### src/hdl/fac_pkg.sv
package fac_pkg;

   // plane rows held by the chain, one per cell
   localparam int NUM_PLANES = 6;

   localparam int NORMAL_W = 24;
   localparam int OFFSET_W = 40;
   localparam int COORD_W  = 16;
   localparam int INDEX_W  = 3;
   localparam int PROD_W   = NORMAL_W + COORD_W;
   // three products plus the offset: 43 bits are enough, never overflows
   localparam int SUM_W    = OFFSET_W + 3;

   localparam int CELL_ID_W = (NUM_PLANES > 1) ? $clog2(NUM_PLANES) : 1;
   localparam int CMP_W     = (CELL_ID_W > INDEX_W) ? CELL_ID_W : INDEX_W;

   localparam logic OP_LOAD = 1'b0;
   localparam logic OP_TEST = 1'b1;

   typedef struct packed {
      logic                       opcode;
      logic [INDEX_W-1:0]         plane_index;
      logic signed [NORMAL_W-1:0] plane_a;
      logic signed [NORMAL_W-1:0] plane_b;
      logic signed [NORMAL_W-1:0] plane_c;
      logic signed [OFFSET_W-1:0] plane_d;
      logic signed [COORD_W-1:0]  box_min_x;
      logic signed [COORD_W-1:0]  box_min_y;
      logic signed [COORD_W-1:0]  box_min_z;
      logic signed [COORD_W-1:0]  box_max_x;
      logic signed [COORD_W-1:0]  box_max_y;
      logic signed [COORD_W-1:0]  box_max_z;
   } req_payload_type;

   typedef struct packed {
      logic visible;
   } rsp_payload_type;

   // one beat as it travels down the chain; box corners already ordered
   typedef struct packed {
      logic                       valid;
      logic                       opcode;
      logic [INDEX_W-1:0]         plane_index;
      logic signed [NORMAL_W-1:0] plane_a;
      logic signed [NORMAL_W-1:0] plane_b;
      logic signed [NORMAL_W-1:0] plane_c;
      logic signed [OFFSET_W-1:0] plane_d;
      logic signed [COORD_W-1:0]  lo_x;
      logic signed [COORD_W-1:0]  lo_y;
      logic signed [COORD_W-1:0]  lo_z;
      logic signed [COORD_W-1:0]  hi_x;
      logic signed [COORD_W-1:0]  hi_y;
      logic signed [COORD_W-1:0]  hi_z;
      logic                       visible;
   } item_type;

endpackage

### src/hdl/fac_cell.sv
module fac_cell (
   input  logic                              clock,
   input  logic                              reset,
   input  logic                              advance,
   input  logic [fac_pkg::CELL_ID_W-1:0]     cell_id,
   input  fac_pkg::item_type                 item_in,
   output fac_pkg::item_type                 item_out
);

   // plane row held by this cell
   logic signed [fac_pkg::NORMAL_W-1:0] row_a_ff, row_b_ff, row_c_ff;
   logic signed [fac_pkg::OFFSET_W-1:0] row_d_ff;

   // first stage: products and offset of this row
   fac_pkg::item_type                   mid_item_ff, mid_item_in;
   logic signed [fac_pkg::PROD_W-1:0]   px_ff, py_ff, pz_ff, px_in, py_in, pz_in;
   logic signed [fac_pkg::OFFSET_W-1:0] md_ff;

   fac_pkg::item_type                   out_ff, out_in;

   logic signed [fac_pkg::COORD_W-1:0]  sel_x, sel_y, sel_z;
   logic signed [fac_pkg::SUM_W-1:0]    sum;
   logic                                hit;

   // load beat addressed to this cell
   assign hit = item_in.valid && (item_in.opcode == fac_pkg::OP_LOAD) &&
                (fac_pkg::CMP_W'(item_in.plane_index) == fac_pkg::CMP_W'(cell_id));

   // best corner per axis: a negative coefficient favours the low coordinate
   always_comb begin
      sel_x = row_a_ff[fac_pkg::NORMAL_W-1] ? item_in.lo_x : item_in.hi_x;
      sel_y = row_b_ff[fac_pkg::NORMAL_W-1] ? item_in.lo_y : item_in.hi_y;
      sel_z = row_c_ff[fac_pkg::NORMAL_W-1] ? item_in.lo_z : item_in.hi_z;
      px_in = row_a_ff * sel_x;
      py_in = row_b_ff * sel_y;
      pz_in = row_c_ff * sel_z;
      mid_item_in = item_in;
   end

   // second stage: sum and strict sign check
   always_comb begin
      sum = {{3{px_ff[fac_pkg::PROD_W-1]}}, px_ff} +
            {{3{py_ff[fac_pkg::PROD_W-1]}}, py_ff} +
            {{3{pz_ff[fac_pkg::PROD_W-1]}}, pz_ff} +
            {{3{md_ff[fac_pkg::OFFSET_W-1]}}, md_ff};
      out_in = mid_item_ff;
      if (mid_item_ff.opcode == fac_pkg::OP_TEST) begin
         out_in.visible = mid_item_ff.visible && (sum > 0);
      end
   end

   // row storage
   always_ff @(posedge clock) begin
      if (reset) begin
         row_a_ff <= '0;
         row_b_ff <= '0;
         row_c_ff <= '0;
         row_d_ff <= '0;
      end else if (advance && hit) begin
         row_a_ff <= item_in.plane_a;
         row_b_ff <= item_in.plane_b;
         row_c_ff <= item_in.plane_c;
         row_d_ff <= item_in.plane_d;
      end
   end

   // stage registers: valid bits reset, payload only moves
   always_ff @(posedge clock) begin
      if (reset) begin
         mid_item_ff.valid <= 1'b0;
         out_ff.valid      <= 1'b0;
      end else if (advance) begin
         mid_item_ff.valid <= mid_item_in.valid;
         out_ff.valid      <= out_in.valid;
      end
      if (advance) begin
         mid_item_ff.opcode      <= mid_item_in.opcode;
         mid_item_ff.plane_index <= mid_item_in.plane_index;
         mid_item_ff.plane_a     <= mid_item_in.plane_a;
         mid_item_ff.plane_b     <= mid_item_in.plane_b;
         mid_item_ff.plane_c     <= mid_item_in.plane_c;
         mid_item_ff.plane_d     <= mid_item_in.plane_d;
         mid_item_ff.lo_x        <= mid_item_in.lo_x;
         mid_item_ff.lo_y        <= mid_item_in.lo_y;
         mid_item_ff.lo_z        <= mid_item_in.lo_z;
         mid_item_ff.hi_x        <= mid_item_in.hi_x;
         mid_item_ff.hi_y        <= mid_item_in.hi_y;
         mid_item_ff.hi_z        <= mid_item_in.hi_z;
         mid_item_ff.visible     <= mid_item_in.visible;
         px_ff                   <= px_in;
         py_ff                   <= py_in;
         pz_ff                   <= pz_in;
         md_ff                   <= row_d_ff;
         out_ff.opcode           <= out_in.opcode;
         out_ff.plane_index      <= out_in.plane_index;
         out_ff.plane_a          <= out_in.plane_a;
         out_ff.plane_b          <= out_in.plane_b;
         out_ff.plane_c          <= out_in.plane_c;
         out_ff.plane_d          <= out_in.plane_d;
         out_ff.lo_x             <= out_in.lo_x;
         out_ff.lo_y             <= out_in.lo_y;
         out_ff.lo_z             <= out_in.lo_z;
         out_ff.hi_x             <= out_in.hi_x;
         out_ff.hi_y             <= out_in.hi_y;
         out_ff.hi_z             <= out_in.hi_z;
         out_ff.visible          <= out_in.visible;
      end
   end

   assign item_out = out_ff;

endmodule

### config.mk
export PLATFORM = sky130hd
export DESIGN_NAME = fac_cell
export DESIGN_NICKNAME = d
export VERILOG_FILES = /design/src/hdl/fac_pkg.sv /design/src/hdl/fac_cell.sv
export SDC_FILE = /design/constraint.sdc
export NUM_CORES = 2
export LEC_CHECK = 0
export ABC_CLOCK_PERIOD_IN_PS = 16700
export BUFFER_PORTS_ARGS = -buffer_cell sky130_fd_sc_hd__buf_2
export CAP_MARGIN = 30
export CORE_ASPECT_RATIO = 1.1
export CORE_UTILIZATION = 60
export DETAILED_ROUTE_END_ITERATION = 10
export PLACE_DENSITY_LB_ADDON = 0.08
export SLEW_MARGIN = 10
export SYNTH_ARGS = -nofsm -noshare
export SYNTH_HDL_FRONTEND = slang
export SYNTH_SLANG_ARGS = --single-unit
### constraint.sdc
create_clock -name clock -period 16.7 [get_ports clock]
set_input_delay 3.34 -clock clock [delete_from_list [all_inputs] [get_ports clock]]
set_output_delay 3.34 -clock clock [all_outputs]
set_load 0.03 [all_outputs]
### Yosys cells after proc, flatten, opt, wreduce, memory -nomap -nowiden

Index checks and enable logic that the tools add are counted.

* bits in registers: 700
* input bits: 220
* output and inout bits: 214
* word-level logic and storage cells: 53

* $add $sub $neg: 3
* $mul: 3
* order comparisons: 1
* equal/unequal tests: 1
* muxes and demuxes: 4
* bitwise gates (word level): 1
* reduce and logical (&&, ||, !) cells: 4

Operators with widths (number)
* multiplier 24 x 16 -> 40 bit: 3
* two-way mux 16 bit: 3
* adder 42 x 40 -> 43 bit: 1
* greater-than comparator 43 x 1 -> 1 bit (second input constant): 1
* adder 41 x 40 -> 42 bit: 1
* adder 40 x 40 -> 41 bit: 1
* logical AND 1 bit: 4
* == test 3 bit: 1
* two-way mux 1 bit: 1
* inverter 1 bit: 1

### Logic depth before layout (Yosys ltp)

* word-level depth: 6
* gate-level depth with buffers: 29
* depth with buffers taken out: 26

### Least setup slack after synthesis

Ideal clock, no wire load.

* path type: input to register
* start: input item_in[66] in the netlist's numbering
* end: register py_ff[39] in the netlist's numbering (data pin)
* setup time: 0.260 ns
* arrival time: 9.413 ns
* required time: 16.440 ns
* slack: 7.027 ns
* stages on the path: 27
* buffers on the path: 1
* cell sequence: nand2_1 > inv_1 > a21o_1 > clkbuf_1 > nand2_1 > fa_1 > inv_1 > fa_1 > inv_1 > fa_1 > inv_1 > fa_1 > fa_1 > inv_1 > fa_1 > inv_1 > ha_1 > a21oi_1 > o21bai_1 > o31a_1 > o2bb2ai_1 > o31ai_4 > a41oi_1 > a21oi_1 > a41oi_1 > a21oi_1 > xnor2_1

* cells in the longest elaborated chain, start to end: 2

Ends and longest elaborated chain
* from (decl): line fac_cell.sv:6 `input fac_pkg::item_type item_in,`
* two-way mux 16 bit: line fac_cell.sv:32 `sel_y = row_b_ff[fac_pkg::NORMAL_W-1] ? item_in.lo_y : item_in.hi_y;`
* multiplier 24 x 16 -> 40 bit: line fac_cell.sv:35 `py_in = row_b_ff * sel_y;`
* via py_in, one bit: line fac_cell.sv:16 `logic signed [fac_pkg::PROD_W-1:0] px_ff, py_ff, pz_ff, px_in, py_in, pz_in;`
* to (signal assigned): line fac_cell.sv:91 `py_ff <= py_in;`
* to (decl): line fac_cell.sv:16

The timed path passes the listed nets, and every way through them passes these cells.
A chain may end at the register's enable or synchronous reset.

### Worst setup path in the final report

* start: input item_in[82] in the netlist's numbering
* end: register px_ff[39] in the netlist's numbering (data pin)

* cells in the longest elaborated chain, start to end: 2

Ends and longest elaborated chain
* two-way mux 16 bit: line fac_cell.sv:31 `sel_x = row_a_ff[fac_pkg::NORMAL_W-1] ? item_in.lo_x : item_in.hi_x;`
* multiplier 24 x 16 -> 40 bit: line fac_cell.sv:34 `px_in = row_a_ff * sel_x;`
* via px_in, one bit: line fac_cell.sv:16
* to (signal assigned): line fac_cell.sv:90 `px_ff <= px_in;`
* to (decl): line fac_cell.sv:16

The timed path passes the listed nets, and every way through them passes these cells.

==> metrics <==
Final Hold Fails=0; root buffer cell=clkbuf_16; Max-cap violations=0; Syn Inst Count=about 6300; Critical Path Start Type=input pin; Critical-path top delay cell=a21o_1; Place WS=slightly below 6 ns; worst clock skew=0.03730 ns; Async S/R FF share, synth=0%; top_reg_cell synth=edfxtp_1; hpwl dp=126.9 mm; total CTS buffers=76; max_slew headroom=31.47%; syn_nets=8060; Worst setup EP type=flop; filler-free cell count of the finished design=~8200; PortBufs=between 400 and 500; max frequency=roughly 100 MHz; DR iter-0 viols=2818; Setup CP Type=input pin to flop; DRT Pass-1 Iters=8; setup repair bufs after CTS=0; Distinct cells, synth=a little over 80; Hold WS=0.3986 ns; Placed Cells=8048; Die Wd=322.1 µm; initial core utilization=approximately three fifths; Area contributors post-synth=fa_1 36%, edfxtp_1 26%, inv_1 7.4%; clk sinks=700; post_cts resized=0; Largest stage delay, worst path=0.70 ns; total design power=5626 µW; I/O pins=434; largest area contributor in the synthesized netlist=fa_1; Via Count=44554; Final ANT Viol Nets=0; number of flops mapped to enable cells by yosys=586; Avg WL per Cell=19.79 µm; die footprint=approximately 110000 µm²; gr ovfl total=0; WL final=162.2 mm; largest net degree at the start of global routing=74; gp weighted congestion=0.9151; top-area cell type share of the netlist area=between 30% and 40%; Setup TNS Final=0 ns; CP required=about 17 ns; FP Rows=128; Placeable Area=111300 µm²; first-pass GRT wire length=approximately 260 mm; DRC Markers=0; GRT Total Usage=approximately 30%; final setup vio count=0; CTS H-tree depth=3; register area share after synthesis=a little under 30%; Pins Over Slew Limit=0; CTS tree=yes; Mapped Area=67630 µm²; Area growth syn-to-layout=9.457%; count of hold-fix buffers inserted at cts=0; Least-Margin Pin Slew=1.027 ns; critical path arrival=10.54 ns; initial antenna violation count=6; Hold Crit Class=flop to flop; syn_area_per_cell=around 11 µm²; # fillers=~8800; Nets=8396; register bit total from synthesis=700; P_leak=approximately 0.034 µW; Peak VDD IR=135.5 µV; status=complete, no violations; Final period util=between 60% and 70%; Reg clk slew, reported paths=0.06 ns; power per cell area=76.00 nW/µm²; fin worst setup slack=6.562 ns; layout cells sized above 1=10.35%; clock tree buffer depth=3; RSZ-0062 raised after global routing=no; Syn. warnings=0; worst-skew pair later-pin latency=0.69 ns; drt via density=5.437; vias in the first global route=about 48000; crit path time final=between 10 and 15 ns; crit-path max FO=23; die height=354.1 µm
==> cell usage in the layout (no fill, tap or decap), types with 11 or more instances in the layout <==
cell / instances
xnor2_1: 112
xor2_1: 23
clkbuf_16: 77
a21o_1: 67
clkbuf_1: 13
or2_2: 24
o21a_1: 27
buf_2: 431
o21bai_1: 25
dfxtp_1: 114
o21ai_0: 56
nand3_1: 39
nor2b_1: 143
nor2_1: 150
a21oi_1: 241
nand2_1: 915
a211oi_1: 23
nand2b_1: 27
o211ai_1: 16
o21ai_1: 18
inv_1: 1334
nand4_1: 19
nor3_1: 35
and3_1: 22
edfxtp_1: 586
ha_1: 336
or3_1: 11
buf_4: 49
fa_1: 1203
and2_1: 331
==> worst max-delay path, delay by kind of cell <==
family,cells,cell delay [ns]
AO/OA/AOI/OAI,6,2.18
AND/OR/NAND/NOR,6,0.88
adder cells (fa/ha/maj),7,3.43
buffers and inverters,7,0.54
XOR/XNOR,1,0.14
==> cell families (layout without fill, tap and decap cells) <==
family	count (synthesis)	count (layout)	share of synthesized area [%]
xor+xnor	135	135	1.748
flops	700	700	29.39
fa+ha+maj	1539	1539	41.82
other cells	0	2	0
compound gates	595	595	5.813
mux	14	14	0.2109
buf+inv	1568	1964	8.787
simple gates	1750	1750	12.22
==> synthesized netlist by cell type, types with 7 or more instances <==
cell type,number
nor3_1,35
clkbuf_1,218
xnor2_1,112
inv_1,1334
a21boi_0,7
buf_2,10
o21a_1,27
a211oi_1,23
and2_1,331
nand4_1,19
edfxtp_1,586
fa_1,1203
a221oi_1,7
a21o_1,67
o21ai_0,68
o2111ai_1,8
and3_1,22
ha_1,336
dfxtp_1,114
nor2b_1,143
or2_2,24
nand2b_1,27
nand3_1,39
a21oi_1,244
nor2_1,150
o211ai_1,16
nand2_1,915
o21bai_1,25
o21ai_1,11
xor2_1,23
a31oi_1,8
o31a_1,7
or3_1,11
mux2i_1,12
==> state kept, by name, indices dropped and copies added, names as in the netlist <==
| name | cells |
|---|---|
| item_out | 214 |
| mid_item_ff | 214 |
| md_ff | 40 |
| px_ff | 40 |
| py_ff | 40 |
| pz_ff | 40 |
| row_d_ff | 40 |
| row_a_ff | 24 |
| row_b_ff | 24 |
| row_c_ff | 24 |
==> final cells by class <==
cell class | count | area (µm²) | share of cell area, %
Sequential cell | 700 | 19880 | 26.85
Timing Repair Buffer | 492 | 2739 | 3.700
Multi-Input combinational cell | 4033 | 41870 | 56.56
Tap cell | 1495 | 1871 | 2.527
Clock buffer | 99 | 2100 | 2.836
Antenna cell | 2 | 5.005 | 0.006761
Inverter | 1334 | 5007 | 6.764
Clock inverter | 39 | 559.3 | 0.7555
==> stage by stage <==
stage / utilization (%) / area, µm²
floorplan: - / 67630
global placement: 63.94 / 71170
detailed placement: 64.03 / 71270
CTS: 66.42 / 73930
global route: 66.51 / 74020
finish: 66.51 / 74030
==> path summary, 6_finish.rpt <==
kind	start	endpoint	slack [ns]	cells after the start
min reg2reg	mid_item_ff[137]$_DFFE_PP_	item_out[137]$_DFFE_PP_	0.40	0
max	item_in[82]	px_ff[39]$_DFFE_PP_	6.56	27
min	mid_item_ff[137]$_DFFE_PP_	item_out[137]$_DFFE_PP_	0.40	0
max reg2reg	row_a_ff[23]$_SDFFE_PP0P_	px_ff[39]$_DFFE_PP_	8.51	26
==> where the power goes <==
part,total (µW),switching [µW],internal [µW]
clock,1770,750,1020
sequential,2110,72.4,2040
combinational,1750,1090,655
==> per-layer routing <==
| layer | track usage, % | share of wire (%) |
|---|---|---|
| met3 | 5.032 | 6.5 |
| met5 | 0 | 0.043 |
| met4 | 11.68 | 4.0 |
| met1 | 39.19 | 40 |
| met2 | 50.72 | 50 |
Note: power is estimated with default switching activity, not from simulation.
